<file path="src/design/cle_pkg.sv">
// ----------------------------------------------------------------------------
// cle_pkg: shared definitions for the circular list engine
// Request and response beat layouts, action and error codes, default sizes.
// ----------------------------------------------------------------------------
package cle_pkg;

   // Default store geometry
   localparam int CAPACITY_DEF     = 16;
   localparam int ELEMENT_BITS_DEF = 32;

   // Action codes carried in a request beat
   localparam logic [1:0] ACT_ADD     = 2'd0;
   localparam logic [1:0] ACT_REMOVE  = 2'd1;
   localparam logic [1:0] ACT_ADVANCE = 2'd2;

   // Error codes carried in a response beat
   localparam logic [1:0] ERR_OK    = 2'd0;
   localparam logic [1:0] ERR_EMPTY = 2'd1;
   localparam logic [1:0] ERR_FULL  = 2'd2;

   typedef struct packed {
      logic [1:0]         action;
      logic signed [31:0] value;
   } req_type;

   typedef struct packed {
      logic               list_empty;
      logic [4:0]         node_count;
      logic signed [31:0] front_value;
      logic signed [31:0] back_value;
      logic [1:0]         error_code;
   } rsp_type;

endpackage

</file>
<file path="src/design/cle_ram.sv">
// ----------------------------------------------------------------------------
// cle_ram: generic single-write, single-read RAM
// One write port and one read port; read data is registered and returns the
// contents before a write to the same address in the same cycle.
// ----------------------------------------------------------------------------
module cle_ram #(
   parameter int WIDTH = 32,
   parameter int DEPTH = 16
) (
   input  logic                     clock,
   input  logic                     wr_en,
   input  logic [$clog2(DEPTH)-1:0] wr_addr,
   input  logic [WIDTH-1:0]         wr_data,
   input  logic [$clog2(DEPTH)-1:0] rd_addr,
   output logic [WIDTH-1:0]         rd_data
);

   logic [WIDTH-1:0] mem_ff [DEPTH];
   logic [WIDTH-1:0] rd_data_ff;

   // Write and read the array
   always_ff @(posedge clock) begin
      if (wr_en) begin
         mem_ff[wr_addr] <= wr_data;
      end
      rd_data_ff <= mem_ff[rd_addr];
   end

   assign rd_data = rd_data_ff;

endmodule

</file>
<file path="src/design/circular_list_engine.sv">
// ----------------------------------------------------------------------------
// circular_list_engine: circular linked list with a cursor
// Node store of CAPACITY slots holding elements and next-slot links.
// ----------------------------------------------------------------------------
// Usage:
//   req_valid/req_stall/req_data carry one action per beat: add a value after
//   the cursor, remove the node after the cursor, or advance the cursor.
//   rsp_valid/rsp_stall/rsp_data return one beat per request with the empty
//   flag, node count, front (after cursor) and back (cursor) values and an
//   error code. Rejected requests leave the list unchanged.
// Timing:
//   A request beat lands in an input register; once the response register
//   is free, the list is updated and the response register loaded, which
//   raises rsp_valid. One request is taken every cycle while the response
//   is not stalled. The cursor, its two successors and the front and back
//   elements are held in registers, and each store is read at only one
//   prefetched address per cycle (the slot two nodes past the cursor, or
//   the top of the free stack).
// Reset:
//   reset empties the list; the stores need no clearing pass.
// Stall:
//   a stalled response holds; the input register then fills and req_stall
//   rises until the response beat is taken.
// ----------------------------------------------------------------------------
module circular_list_engine #(
   parameter int CAPACITY     = cle_pkg::CAPACITY_DEF,
   parameter int ELEMENT_BITS = cle_pkg::ELEMENT_BITS_DEF
) (
   input  logic             clock,
   input  logic             reset,
   input  logic             req_valid,
   output logic             req_stall,
   input  cle_pkg::req_type req_data,
   output logic             rsp_valid,
   input  logic             rsp_stall,
   output cle_pkg::rsp_type rsp_data
);

   localparam int SLOT_W = $clog2(CAPACITY);
   localparam int CNT_W  = $clog2(CAPACITY + 1);
   localparam logic [CNT_W-1:0] CAP_CNT = CNT_W'(CAPACITY);
   localparam logic [CNT_W-1:0] ONE_CNT = CNT_W'(1);

   // Handshake and stage registers
   logic             in_valid_ff, in_valid_in;
   cle_pkg::req_type in_data_ff;
   logic             rsp_valid_ff, rsp_valid_in;
   cle_pkg::rsp_type rsp_data_ff, rsp_data_in;
   logic             req_accept, out_free, fire;

   // List state
   logic [SLOT_W-1:0]              cursor_ff, cursor_in;
   logic [SLOT_W-1:0]              next1_ff, next1_in;
   logic [SLOT_W-1:0]              next2_ff, next2_in;
   logic signed [ELEMENT_BITS-1:0] back_ff, back_in;
   logic signed [ELEMENT_BITS-1:0] front_ff, front_in;
   logic [CNT_W-1:0]               size_ff, size_in;
   logic [CNT_W-1:0]               free_len_ff, free_len_in;
   logic [CNT_W-1:0]               fresh_ff, fresh_in;

   // Store ports
   logic                    link_we, item_we, free_we;
   logic [SLOT_W-1:0]       link_wa, item_wa, free_wa;
   logic [SLOT_W-1:0]       link_wd, free_wd;
   logic [ELEMENT_BITS-1:0] item_wd;
   logic [SLOT_W-1:0]       link_ra, item_ra, free_ra;
   logic [SLOT_W-1:0]       link_q, free_q;
   logic [ELEMENT_BITS-1:0] item_q;

   // Same-cycle write forwarding
   logic                    link_hit_ff, item_hit_ff, free_hit_ff;
   logic [SLOT_W-1:0]       link_fwd_ff, free_fwd_ff;
   logic [ELEMENT_BITS-1:0] item_fwd_ff;

   // Prefetched values and derived terms
   logic [SLOT_W-1:0]              link_rd, link_eff, free_rd, new_slot;
   logic signed [ELEMENT_BITS-1:0] item_eff;
   logic signed [63:0]             value_wide, front_wide, back_wide;
   logic [ELEMENT_BITS-1:0]        store_val;
   logic [CNT_W-1:0]               free_top_idx;
   logic [1:0]                     err;

   // Move beats through the input and response registers
   assign out_free   = !rsp_valid_ff || !rsp_stall;
   assign fire       = in_valid_ff && out_free;
   assign req_stall  = in_valid_ff && !out_free;
   assign req_accept = req_valid && !req_stall;

   assign in_valid_in  = req_accept ? 1'b1 : (fire ? 1'b0 : in_valid_ff);
   assign rsp_valid_in = fire ? 1'b1 : ((rsp_valid_ff && !rsp_stall) ? 1'b0 : rsp_valid_ff);

   // Resolve store reads: forwarded write data, and the cursor's link lives in next1
   assign link_rd  = link_hit_ff ? link_fwd_ff : link_q;
   assign link_eff = (next2_ff == cursor_ff) ? next1_ff : link_rd;
   assign item_eff = item_hit_ff ? item_fwd_ff : item_q;
   assign free_rd  = free_hit_ff ? free_fwd_ff : free_q;
   assign new_slot = (free_len_ff != '0) ? free_rd : fresh_ff[SLOT_W-1:0];

   // Fit the element to the store width
   assign value_wide = 64'(in_data_ff.value);
   assign store_val  = value_wide[ELEMENT_BITS-1:0];

   // Apply the action to the list
   always_comb begin
      cursor_in   = cursor_ff;
      next1_in    = next1_ff;
      next2_in    = next2_ff;
      back_in     = back_ff;
      front_in    = front_ff;
      size_in     = size_ff;
      free_len_in = free_len_ff;
      fresh_in    = fresh_ff;
      link_we     = 1'b0;
      link_wa     = cursor_ff;
      link_wd     = next1_ff;
      item_we     = 1'b0;
      item_wa     = new_slot;
      item_wd     = store_val;
      free_we     = 1'b0;
      free_wa     = free_len_ff[SLOT_W-1:0];
      free_wd     = next1_ff;
      err         = cle_pkg::ERR_OK;
      if (fire) begin
         unique case (in_data_ff.action)
            cle_pkg::ACT_ADD: begin
               if (size_ff >= CAP_CNT) begin
                  err = cle_pkg::ERR_FULL;
               end else begin
                  item_we  = 1'b1;
                  size_in  = size_ff + ONE_CNT;
                  front_in = store_val;
                  if (free_len_ff != '0) begin
                     free_len_in = free_len_ff - ONE_CNT;
                  end else begin
                     fresh_in = fresh_ff + ONE_CNT;
                  end
                  if (size_ff == '0) begin
                     cursor_in = new_slot;
                     next1_in  = new_slot;
                     next2_in  = new_slot;
                     back_in   = store_val;
                  end else begin
                     link_we  = 1'b1;
                     link_wa  = new_slot;
                     link_wd  = next1_ff;
                     next1_in = new_slot;
                     next2_in = next1_ff;
                  end
               end
            end
            cle_pkg::ACT_REMOVE: begin
               if (size_ff == '0) begin
                  err = cle_pkg::ERR_EMPTY;
               end else begin
                  free_we     = 1'b1;
                  free_len_in = free_len_ff + ONE_CNT;
                  size_in     = size_ff - ONE_CNT;
                  if (size_ff == ONE_CNT) begin
                     cursor_in = '0;
                  end else begin
                     next1_in = next2_ff;
                     next2_in = (next2_ff == cursor_ff) ? next2_ff : link_eff;
                     front_in = item_eff;
                  end
               end
            end
            cle_pkg::ACT_ADVANCE: begin
               if (size_ff == '0) begin
                  err = cle_pkg::ERR_EMPTY;
               end else begin
                  // Write back the departing cursor's link
                  link_we   = 1'b1;
                  cursor_in = next1_ff;
                  next1_in  = next2_ff;
                  next2_in  = link_eff;
                  back_in   = front_ff;
                  front_in  = item_eff;
               end
            end
            default: begin
            end
         endcase
      end
   end

   // Prefetch the slot two past the cursor and the free stack top
   assign link_ra      = next2_in;
   assign item_ra      = next2_in;
   assign free_top_idx = free_len_in - ONE_CNT;
   assign free_ra      = free_top_idx[SLOT_W-1:0];

   // Build the response beat
   assign front_wide = 64'(front_in);
   assign back_wide  = 64'(back_in);
   always_comb begin
      rsp_data_in.list_empty  = (size_in == '0);
      rsp_data_in.node_count  = 5'(size_in);
      rsp_data_in.front_value = (size_in == '0) ? 32'sd0 : front_wide[31:0];
      rsp_data_in.back_value  = (size_in == '0) ? 32'sd0 : back_wide[31:0];
      rsp_data_in.error_code  = err;
   end

   cle_ram #(.WIDTH(SLOT_W), .DEPTH(CAPACITY)) u_link_ram (
      .clock   (clock),
      .wr_en   (link_we),
      .wr_addr (link_wa),
      .wr_data (link_wd),
      .rd_addr (link_ra),
      .rd_data (link_q)
   );

   cle_ram #(.WIDTH(ELEMENT_BITS), .DEPTH(CAPACITY)) u_item_ram (
      .clock   (clock),
      .wr_en   (item_we),
      .wr_addr (item_wa),
      .wr_data (item_wd),
      .rd_addr (item_ra),
      .rd_data (item_q)
   );

   cle_ram #(.WIDTH(SLOT_W), .DEPTH(CAPACITY)) u_free_ram (
      .clock   (clock),
      .wr_en   (free_we),
      .wr_addr (free_wa),
      .wr_data (free_wd),
      .rd_addr (free_ra),
      .rd_data (free_q)
   );

   // Control registers
   always_ff @(posedge clock) begin
      if (reset) begin
         in_valid_ff  <= 1'b0;
         rsp_valid_ff <= 1'b0;
         cursor_ff    <= '0;
         size_ff      <= '0;
         free_len_ff  <= '0;
         fresh_ff     <= '0;
         link_hit_ff  <= 1'b0;
         item_hit_ff  <= 1'b0;
         free_hit_ff  <= 1'b0;
      end else begin
         in_valid_ff  <= in_valid_in;
         rsp_valid_ff <= rsp_valid_in;
         cursor_ff    <= cursor_in;
         size_ff      <= size_in;
         free_len_ff  <= free_len_in;
         fresh_ff     <= fresh_in;
         link_hit_ff  <= link_we && (link_wa == link_ra);
         item_hit_ff  <= item_we && (item_wa == item_ra);
         free_hit_ff  <= free_we && (free_wa == free_ra);
      end
   end

   // Payload registers
   always_ff @(posedge clock) begin
      if (req_accept) begin
         in_data_ff <= req_data;
      end
      if (fire) begin
         rsp_data_ff <= rsp_data_in;
      end
      next1_ff    <= next1_in;
      next2_ff    <= next2_in;
      back_ff     <= back_in;
      front_ff    <= front_in;
      link_fwd_ff <= link_wd;
      item_fwd_ff <= item_wd;
      free_fwd_ff <= free_wd;
   end

   assign rsp_valid = rsp_valid_ff;
   assign rsp_data  = rsp_data_ff;

   // Every slot taken from fresh space is either in the list or on the free stack
   a_slot_balance: assert property (@(posedge clock) disable iff (reset)
      (size_ff + free_len_ff) == fresh_ff)
      else $error("slot accounting out of balance");

   // A waiting response beat reflects the current list size
   a_rsp_count: assert property (@(posedge clock) disable iff (reset)
      rsp_valid_ff |-> (rsp_data_ff.node_count == 5'(size_ff)) &&
                       (rsp_data_ff.list_empty == (size_ff == '0)))
      else $error("response count disagrees with list size");

   // A full error is only reported at capacity
   a_full_err: assert property (@(posedge clock) disable iff (reset)
      (rsp_valid_ff && (rsp_data_ff.error_code == cle_pkg::ERR_FULL)) |->
         (size_ff == CAP_CNT))
      else $error("full error below capacity");

   // An empty list parks the cursor on slot zero
   a_empty_cursor: assert property (@(posedge clock) disable iff (reset)
      (size_ff == '0) |-> (cursor_ff == '0))
      else $error("cursor not parked on empty list");

endmodule
</file>
<file path="config.mk">
export PLATFORM = sky130hd
export DESIGN_NAME = circular_list_engine
export DESIGN_NICKNAME = d
export VERILOG_FILES = /design/src/design/cle_pkg.sv /design/src/design/cle_ram.sv /design/src/design/circular_list_engine.sv
export SDC_FILE = /design/constraint.sdc
export NUM_CORES = 1
export LEC_CHECK = 0
export BUFFER_PORTS_ARGS = -buffer_cell sky130_fd_sc_hd__buf_2
export CAP_MARGIN = 20
export CORE_MARGIN = 2
export CORE_UTILIZATION = 66
export CTS_CLUSTER_SIZE = 10
export DETAILED_ROUTE_END_ITERATION = 12
export PLACE_DENSITY = 0.89
export SYNTH_ARGS = -nofsm -noshare
export SYNTH_HDL_FRONTEND = slang
export SYNTH_HIERARCHICAL = 1
export SYNTH_SLANG_ARGS = --single-unit
</file>
<file path="constraint.sdc">
create_clock -name clock -period 20.7 [get_ports clock]
set_clock_uncertainty 0.05 [all_clocks]
set_input_delay 4.14 -clock clock [delete_from_list [all_inputs] [get_ports clock]]
set_output_delay 4.14 -clock clock [all_outputs]
set_load 0.02 [all_outputs]
</file>
[Yosys cells after proc, flatten, opt, wreduce, memory -nomap -nowiden]
Memories as Yosys holds them, arrays and structs flattened. A register that Yosys moved wholly into a read port is not among the register bits.
Index checks and enable logic that the tools add are counted.
Operators by class
  reduce and logical (&&, ||, !) cells: 23
  muxes and demuxes: 70
  magnitude comparators: 1
  eq/ne operators: 13
  add/sub/neg operators: 6
  bitwise gates (word level): 2
Operator list (count)
  two-way mux 32 bit: 10
  two-way mux 4 bit: 24
  one-hot mux 32 bit (3 select lines): 1
  one-hot mux 32 bit (2 select lines): 1
  one-hot mux 4 bit (3 select lines): 3
  two-way mux 5 bit: 7
  one-hot mux 5 bit (2 select lines): 2
  two-way mux 1 bit: 19
  == test 4 bit: 4
  adder 5 x 1 -> 5 bit (second input constant): 3
  inequality test 2 bit (second input constant): 6
  logical NOT 5 bit: 2
  subtractor 5 x 1 -> 5 bit (second input constant): 2
  logical AND 1 bit: 7
  AND reduction 7 bit: 1
  AND reduction 6 bit: 1
  == test 5 x 1 -> 1 bit (second input constant): 1
  greater-or-equal comparator 5 bit (second input constant): 1
  nonzero test 5 bit: 1
  logical NOT 1 bit: 4
  one-hot mux 2 bit (2 select lines): 1
  AND reduction 4 bit: 1
  nonzero test 2 bit: 2
  subtractor 4 x 1 -> 4 bit (second input constant): 1
  9 further kinds: 10
Word-level totals
  bits in writable memories: 640
  output and inout port bits: 74
  register bits: 238
  memories: 3
  word-level logic and storage cells: 140
Memories
  u_item_ram.mem_ff: depth 16, width 32, read ports 1, clocked after memory_dff 1, write ports 1, line cle_ram.sv:18  | logic [WIDTH-1:0] mem_ff [DEPTH];
  u_free_ram.mem_ff: depth 16, width 4, read ports 1, clocked after memory_dff 1, write ports 1, line cle_ram.sv:18
  u_link_ram.mem_ff: depth 16, width 4, read ports 1, clocked after memory_dff 1, write ports 1, line cle_ram.sv:18

[Depth between registers and ports, before layout]
Gate-level depths: netlist of run 1.
  word-level depth: 9
  gate-level depth with buffers: 16
  mapped depth without buffers: 13

[Cells and area by module]
The synthesis of run 1 kept the hierarchy.
By module, submodules not included
  cle_ram at u_item_ram: area an instance 19835.3 µm², instances 1, cells an instance 838
  circular_list_engine: area an instance 10192.3 µm², instances 1, cells an instance 919
  cle_ram at u_free_ram ...: area an instance 2666.3 µm², instances 2, cells an instance 130

[Worst setup path before layout of run 1]
OpenSTA, ideal clock, no wires.
  kind: input to register
  from: input rsp_stall
  to: memory u_item_ram.mem_ff[0][0] (enable)
  data required time: 20.189 ns
  path buffers: 1
  library setup time: 0.461 ns
  stages on the path: 7
  setup slack: 10.401 ns
  arrival: 9.788 ns
  path through: a21bo_2 > inv_1 > buf_1 > nand2_1 > inv_1 > or3b_2 > nor3_1
On the way
  word-level cells in the longest chain between the ends: 6
Ends and longest elaborated chain
  from (decl): line circular_list_engine.sv:35  | input logic rsp_stall,
  logical NOT 1 bit: line circular_list_engine.sv:84  | assign out_free = !rsp_valid_ff || !rsp_stall;
  logical OR 1 bit: line circular_list_engine.sv:84
  logical AND 1 bit: line circular_list_engine.sv:85  | assign fire = in_valid_ff && out_free;
  named net fire: line circular_list_engine.sv:49  | logic req_accept, out_free, fire;
  two-way mux 1 bit: line circular_list_engine.sv:123  | if (fire) begin
  named net item_we: line circular_list_engine.sv:62  | logic link_we, item_we, free_we;
  two-way mux 1 bit: line cle_ram.sv:23  | if (wr_en) begin
  two-way mux 1 bit (implied by the code): line cle_ram.sv:24  | mem_ff[wr_addr] <= wr_data;
  to (decl): line cle_ram.sv:18
The timed path passes the listed nets, and every way through them passes these cells.

[Worst setup path after layout of run 1]
  from: input rsp_stall
  to: output req_stall
On the way
  word-level cells in the longest chain between the ends: 4
Ends and longest elaborated chain
  logical NOT 1 bit: line circular_list_engine.sv:84
  logical OR 1 bit: line circular_list_engine.sv:84
  logical NOT 1 bit: line circular_list_engine.sv:86  | assign req_stall = in_valid_ff && !out_free;
  logical AND 1 bit: line circular_list_engine.sv:86
  to (decl): line circular_list_engine.sv:32  | output logic req_stall,
Every way passes these cells.

==> results of run 1 <==
## kinds of logic (layout without fill, tap and decap cells)
kind of cell    count (synthesis)  after routing  share of synthesized area
mux                           215            215                      0.121
fa+ha+maj                      11             11                    0.00389
xor+xnor                       17             17                    0.00421
compound gates                310            310                     0.0659
flops                         917            917                      0.731
other cells                     0              4                          0
buf+inv                       148            368                     0.0190
simple gates                  399            399                     0.0545
## placed cells by master (no fill, tap or decap), types with 32 or more instances in the layout
| master | n |
|---|---|
| buf_4 | 47 |
| mux4_2 | 132 |
| dfxtp_1 | 166 |
| a32oi_1 | 32 |
| a21oi_1 | 39 |
| edfxtp_1 | 750 |
| clkbuf_16 | 105 |
| mux2i_1 | 43 |
| nor2_1 | 56 |
| nand2_1 | 158 |
| clkbuf_1 | 70 |
| buf_2 | 111 |
| a22o_1 | 35 |
| o21ai_0 | 50 |
| a22oi_1 | 74 |
## per-stage QoR
stage	hold WS (ps)	instance area (um2)	util
floorplan	368	35400	-
global placement	376	36700	0.696
detailed placement	382	36800	0.697
CTS	401	39800	0.754
global route	419	39900	0.755
finish	401	39900	0.756
## layer usage
layer  up-vias  GRT usage  share of wire  wire [um]
li1       8368          -              -          -
met5         -          0        0.00026         24
met1     10300      0.460           0.35      32100
met4         4      0.159          0.050       4680
met2      1988      0.517           0.47      43400
met3       380     0.0843           0.14      12600
## worst reg2reg max path, delay by kind of cell, from the launching register on
family	cells	cell delay (ps)
compound gates	3	730
fa+ha+maj	1	190
buf+inv	6	2980
flops	1	450
mux	3	1040
simple gates	3	830
## registers in the layout, summed over array words and instances, names as in the netlist, 5 cells and up
register,count
u_item_ram/mem_ff,512
rsp_data,72
u_free_ram/mem_ff,64
u_link_ram/mem_ff,64
back_ff,32
front_ff,32
item_fwd_ff,32
item_wd,32
u_item_ram/rd_data,32
free_len_ff,5
size_ff,5
## worst max path at each step
stage	end	slack [ps]	from
5_1_grt	req_stall	11820	rsp_stall
4_1_cts	req_stall	11840	rsp_stall
3_3_place_gp	u_item_ram/rd_data[19]	11820	rsp_stall
6_report	req_stall	11840	rsp_stall
3_5_place_dp	u_item_ram/rd_data[24]	11600	rsp_stall
2_1_floorplan	u_item_ram/mem_ff[0][0]	10400	rsp_stall
## power by group through the flow
stage          Sequential, mW  Clock [mW]  Combinational [mW]
6_report                 2.11        1.69               0.275
5_1_grt                  2.11        1.77               0.290
4_1_cts                  2.11        1.70               0.267
3_5_place_dp             2.14           0               0.259
3_3_place_gp             2.13           0               0.246
2_1_floorplan            2.12           0               0.184
## final cells by class
class                   count  area [um2]
flip-flops and latches    917       25900
fillers                  2642       12900
multi-input cells         952        9000
clock buffers             175        2890
repair buffers            163         996
well taps                 688         861
clock inverters             7         150
inverters                  23        87.6
diodes                      4        10.0
==> metrics, run 1 <==
CTS root buf=clkbuf_16; gpl congestion=about 0.86; yosys warns=6; Arrival @ worst endpoint=4670 ps; Clock Pin Slew Worst Setup and Hold Paths=roughly 60 ps; WL per Instance=approximately 32 um; Syn Inst Count=roughly 2.0k; GRT Total Usage=0.336; area delta synth->final=12.7%; most frequent CP cell=buf_2; Worst-Margin Slew=1160 ps; final worst path period share=0.428; Reg2Reg Depth=16; Max VDD drop=between 0.00007 and 0.00008 V; max incr delay on CP=~240 ps; Port Buf Inserts=111; Seq/Total Area, Yosys=0.731; share of the synthesized area in the top cell type=0.637; Post-Synthesis Cell Area=around 35000 um2; GR Overflow Total=0; Comb pwr share=0.068; worst skew pair latency=~670 ps; sw power=around 0.94 mW; Core Rows=84; Hold Path Cell Cnt=2; pin count of the biggest net entering global routing=83; min-delay worst type=reg -> reg; WP depth=3; Max-slew headroom=0.230; fraction of layout cells with a size suffix above 1=0.219; Core ar.=around 53000 um2; synth unique cells=69; pre-CTS setup slack=between 10000 and 15000 ps; Seq cells post-synth=just over 900; Seq pwr share=0.518; MaxCap Viol Count=0; WP buf/inv=2; top post-synthesis cells by area=edfxtp_1 64%, dfxtp_1 9.5%, mux4_2 8.4%; # resized after CTS=0; slowest CP cell=and3_1; P_leak=between 10 and 15 nW; RSZ-0062 raised after global routing=no; I/O Pins=112; crit path cell chain=buf_2 > and3_1 > buf_2; vias in the first global route=~21k; Vias/cell=7.20; first-pass GRT wire length=approximately 140000 um; Max Root-Sink Buffers=3; top_reg_cell synth=edfxtp_1; Max Clock Freq=about 110 MHz; Post-DRT Antenna Nets=0; Int Pwr=around 3.1 mW; kind of critical path=in -> out; dominant cell type by area after synthesis=edfxtp_1; Remaining DRCs=0; Sw Ratio=0.231; CTS buffer count=102; Mean Syn Cell Area=between 15 and 20 um2; 1st-iter DRT viols=about 4k; status=completed; H-tree levels=3; height of the die=roughly 240 um; worst reg2reg endpoint=u_item_ram/rd_data[24]; syn_nets=between 2k and 2.5k; CTS tree=built; CP Capture Type=output pin; Die ar.=about 55000 um2; Pwr Density=a little over 100 nW/um2; critical-path maximum fanout=3; clock sink count=between 900 and 1k; via count=roughly 21k; count leader, synth=edfxtp_1; Placed Instances=about 2.7k; Fin Setup TNS=0 ps; internal reg-to-reg setup slack=14320 ps; setup ws final=11840 ps; worst min-delay path startpoint=back_ff[10]; Clock Power Share=0.415; critical path required time=16510 ps; Pwr Total=4.07 mW; RR Startpoint=free_len_ff[1]; Crit path max-delay family=buffers and inverters; initial antenna violation count=5; max-slew violations=0; Fin. Hold Viols=0; Min Clock Period, post-route=between 8000 and 9000 ps; Setup-failing EPs final=0; startpoint types=input port; drt first pass iters=8; post-DP HPWL=between 40000 and 50000 um; Post-CTS Hold Buffers=0; Die W=235 um; Commonest cells post-synth=750 x edfxtp_1, 167 x dfxtp_1, 159 x nand2_1; hold path endpoint=back_ff[10]; final net count=about 2.2k; number of synthesized flops with an enable pin=750; non-filler cells, final=2929; Initial Util=0.670; Total Wirelength=92800 um; number of setup buffers added after CTS=0; Synth async-reset ratio=0
Note: power is estimated with default switching activity, not from simulation.
==> inputs of run 2 (changes only) <==
--- a/config.mk
+++ b/config.mk
@@ -8,10 +8,10 @@
 export BUFFER_PORTS_ARGS = -buffer_cell sky130_fd_sc_hd__buf_2
 export CAP_MARGIN = 20
 export CORE_MARGIN = 2
-export CORE_UTILIZATION = 66
+export CORE_UTILIZATION = 62
 export CTS_CLUSTER_SIZE = 10
 export DETAILED_ROUTE_END_ITERATION = 12
-export PLACE_DENSITY = 0.89
+export PLACE_DENSITY = 0.85
 export SYNTH_ARGS = -nofsm -noshare
 export SYNTH_HDL_FRONTEND = slang
 export SYNTH_HIERARCHICAL = 1
==> constraint.sdc (replaced) <==
create_clock -name clock -period 8.45 [get_ports clock]
set_clock_uncertainty 0.05 [all_clocks]
set_input_delay 1.69 -clock clock [delete_from_list [all_inputs] [get_ports clock]]
set_output_delay 1.69 -clock clock [all_outputs]
set_load 0.02 [all_outputs]
==> metrics, run 2 (synthesis gave the netlist of run 1 again) <==
status=completed; Post-CTS Hold Buffers=0 (unchanged); Initial Util=0.627 (-0.0431); first-pass GRT wire length=131000 um (-4.3%); RR Startpoint=free_len_ff[0]; Top reg by flops=u_item_ram/mem_ff; I/O Pins=112 (unchanged); CTS buffer count=102 (unchanged); critical-path maximum fanout=85 (+82); Core Rows=87 (+3.6%); Pwr Density=248 nW/um2 (+140%); crit path cell chain=buf_2 > a21bo_2 > clkinv_2 > buf_4 > o2111ai_1 > nand2_1 > nand2_4 > buf_4 > mux4_2 > a22oi_1 > nand2_1; non-filler cells, final=3000 (+2.4%); pin count of the biggest net entering global routing=118 (+42%); worst min-delay path startpoint=back_ff[11]; Fin. Hold Viols=0 (unchanged); sw power=2.25 mW (+140%); 1st-iter DRT viols=3150 (-24%); H-tree levels=3 (unchanged); max reg flops=512 (unchanged); crit path launch=rsp_stall; startpoint types=input port; number of setup buffers added after CTS=0 (unchanged); Setup-failing EPs final=0 (unchanged); # resized after CTS=0 (unchanged); vias in the first global route=20.6k (-2.0%); Int Pwr=7.64 mW (+140%); Finished Core Util=0.708 (-0.0475); Port Buf Inserts=111 (unchanged); max-slew violations=0 (unchanged); RSZ-0062 raised after global routing=no; drt first pass iters=7 (-1); height of the die=243 um (+3.1%); WL per Instance=29.1 um (-8.2%); final worst path period share=0.611; Core ar.=56400 um2 (+6.9%); Pwr Total=9.90 mW (+140%); GRT Total Usage=0.298 (-0.0383); Cell Area, Placed=36800 um2 (+0.20%); Die W=243 um (+3.1%); post-DP HPWL=48000 um (-2.5%); most frequent cells in the layout=750 x edfxtp_1, 166 x dfxtp_1, 158 x nand2_1; CTS root buf=clkbuf_16; Worst-Margin Slew=1180 ps (+26.4 ps); P_leak=13.2 nW (-0.14%); Die ar.=59000 um2 (+6.3%); Vias/cell=6.84 (-4.9%); Seq pwr share=0.520 (+0.002); kind of critical path=in -> reg; worst skew pair latency=670 ps (about the same); CP Capture Type=flop; Sw Ratio=0.228 (-0.00287); critical path required time=8940 ps (-7570 ps); fraction of layout cells with a size suffix above 1=0.217 (-0.00192); Max Clock Freq=approximately 190 MHz; slowest CP cell=buf_4; Post-DRT Antenna Nets=0 (unchanged); Comb pwr share=0.067 (about the same); final net count=2205 (-0.14%); Clock Power Share=0.413 (-0.002); Max Root-Sink Buffers=3 (unchanged); area delta synth->final=12.9%; via count=20.5k (-2.6%); Arrival @ worst endpoint=5660 ps (+990 ps); Max VDD drop=0.000171 V (+110%); CTS tree=built; most common cell after layout, fill and taps aside=edfxtp_1; clock sink count=917 (unchanged); initial antenna violation count=3 (-2); Total Wirelength=87200 um (-6.0%); gpl congestion=0.866 (+0.41%); Final Instance Area=39900 um2 (+0.16%); min-delay worst type=reg -> reg; Min Clock Period, post-route=5160 ps; MaxCap Viol Count=0 (unchanged); Fin Setup TNS=0 ps (unchanged); Remaining DRCs=0 (unchanged); max incr delay on CP=760 ps (+520 ps); Max-slew headroom=0.209 (-0.0212); GR Overflow Total=0 (unchanged); Clock Pin Slew Worst Setup and Hold Paths=60 ps (about the same); Placed Instances=2806 (+2.4%)
run 2: cell count changes in the layout (fill, tap and decap cells not counted):
cell and change:
buf_12 +1, buf_4 -2, buf_8 -2, bufinv_16 -1
clkbuf_1 +9, clkbuf_16 -2, clkbuf_8 +1, clkinv_16 +1
clkinv_8 -1, diode_2 -3, inv_16 +1, inv_6 +1
run 2: area by class of cell:
type | count | area [um2]
clock buffers | 183 | 2890
diodes | 1 | 2.50
inverters | 23 | 87.6
clock inverters | 8 | 163
flip-flops and latches | 917 | 25900
fillers | 3240 | 16500
repair buffers | 160 | 971
well taps | 756 | 946
multi-input cells | 952 | 9000
run 2: critical path, delay by kind of cell:
kind	cells	cell delay (ps)
buf+inv	4	1530
compound gates	3	1100
simple gates	3	880
mux	1	370
run 2: worst paths after layout:
| kind | end | slack (ps) | depth (start not counted) |
|---|---|---|---|
| worst max-delay path | u_item_ram/rd_data[18] | 3290 | 11 |
| worst min-delay path | back_ff[11] | 400 | 2 |
| worst max register to register | u_item_ram/rd_data[18] | 3400 | 14 |
| worst min register to register | back_ff[11] | 400 | 2 |
run 2: layer usage:
layer | share of wire | global-route usage | vias to the layer above | wire length [um]
li1 | - | - | 8378 | -
met2 | 0.48 | 0.468 | 1606 | 41900
met1 | 0.36 | 0.414 | 10200 | 31700
met4 | 0.038 | 0.123 | 4 | 3350
met3 | 0.12 | 0.0617 | 311 | 10300
met5 | 0.00030 | 0 | - | 26
run 2: stage by stage:
stage	setup WS [ps]	hold slack [ps]
2_1_floorplan	601	368
3_3_place_gp	2930	376
3_5_place_dp	2800	381
4_1_cts	3380	395
5_1_grt	3070	419
6_report	3290	396
run 2: power by group through the flow:
| stage | Combinational [mW] | Clock, mW | Sequential (mW) |
|---|---|---|---|
| floorplan | 0.450 | 0 | 5.20 |
| global placement | 0.613 | 0 | 5.22 |
| detailed placement | 0.634 | 0 | 5.24 |
| CTS | 0.651 | 4.11 | 5.15 |
| global route | 0.707 | 4.28 | 5.16 |
| finish | 0.663 | 4.08 | 5.15 |
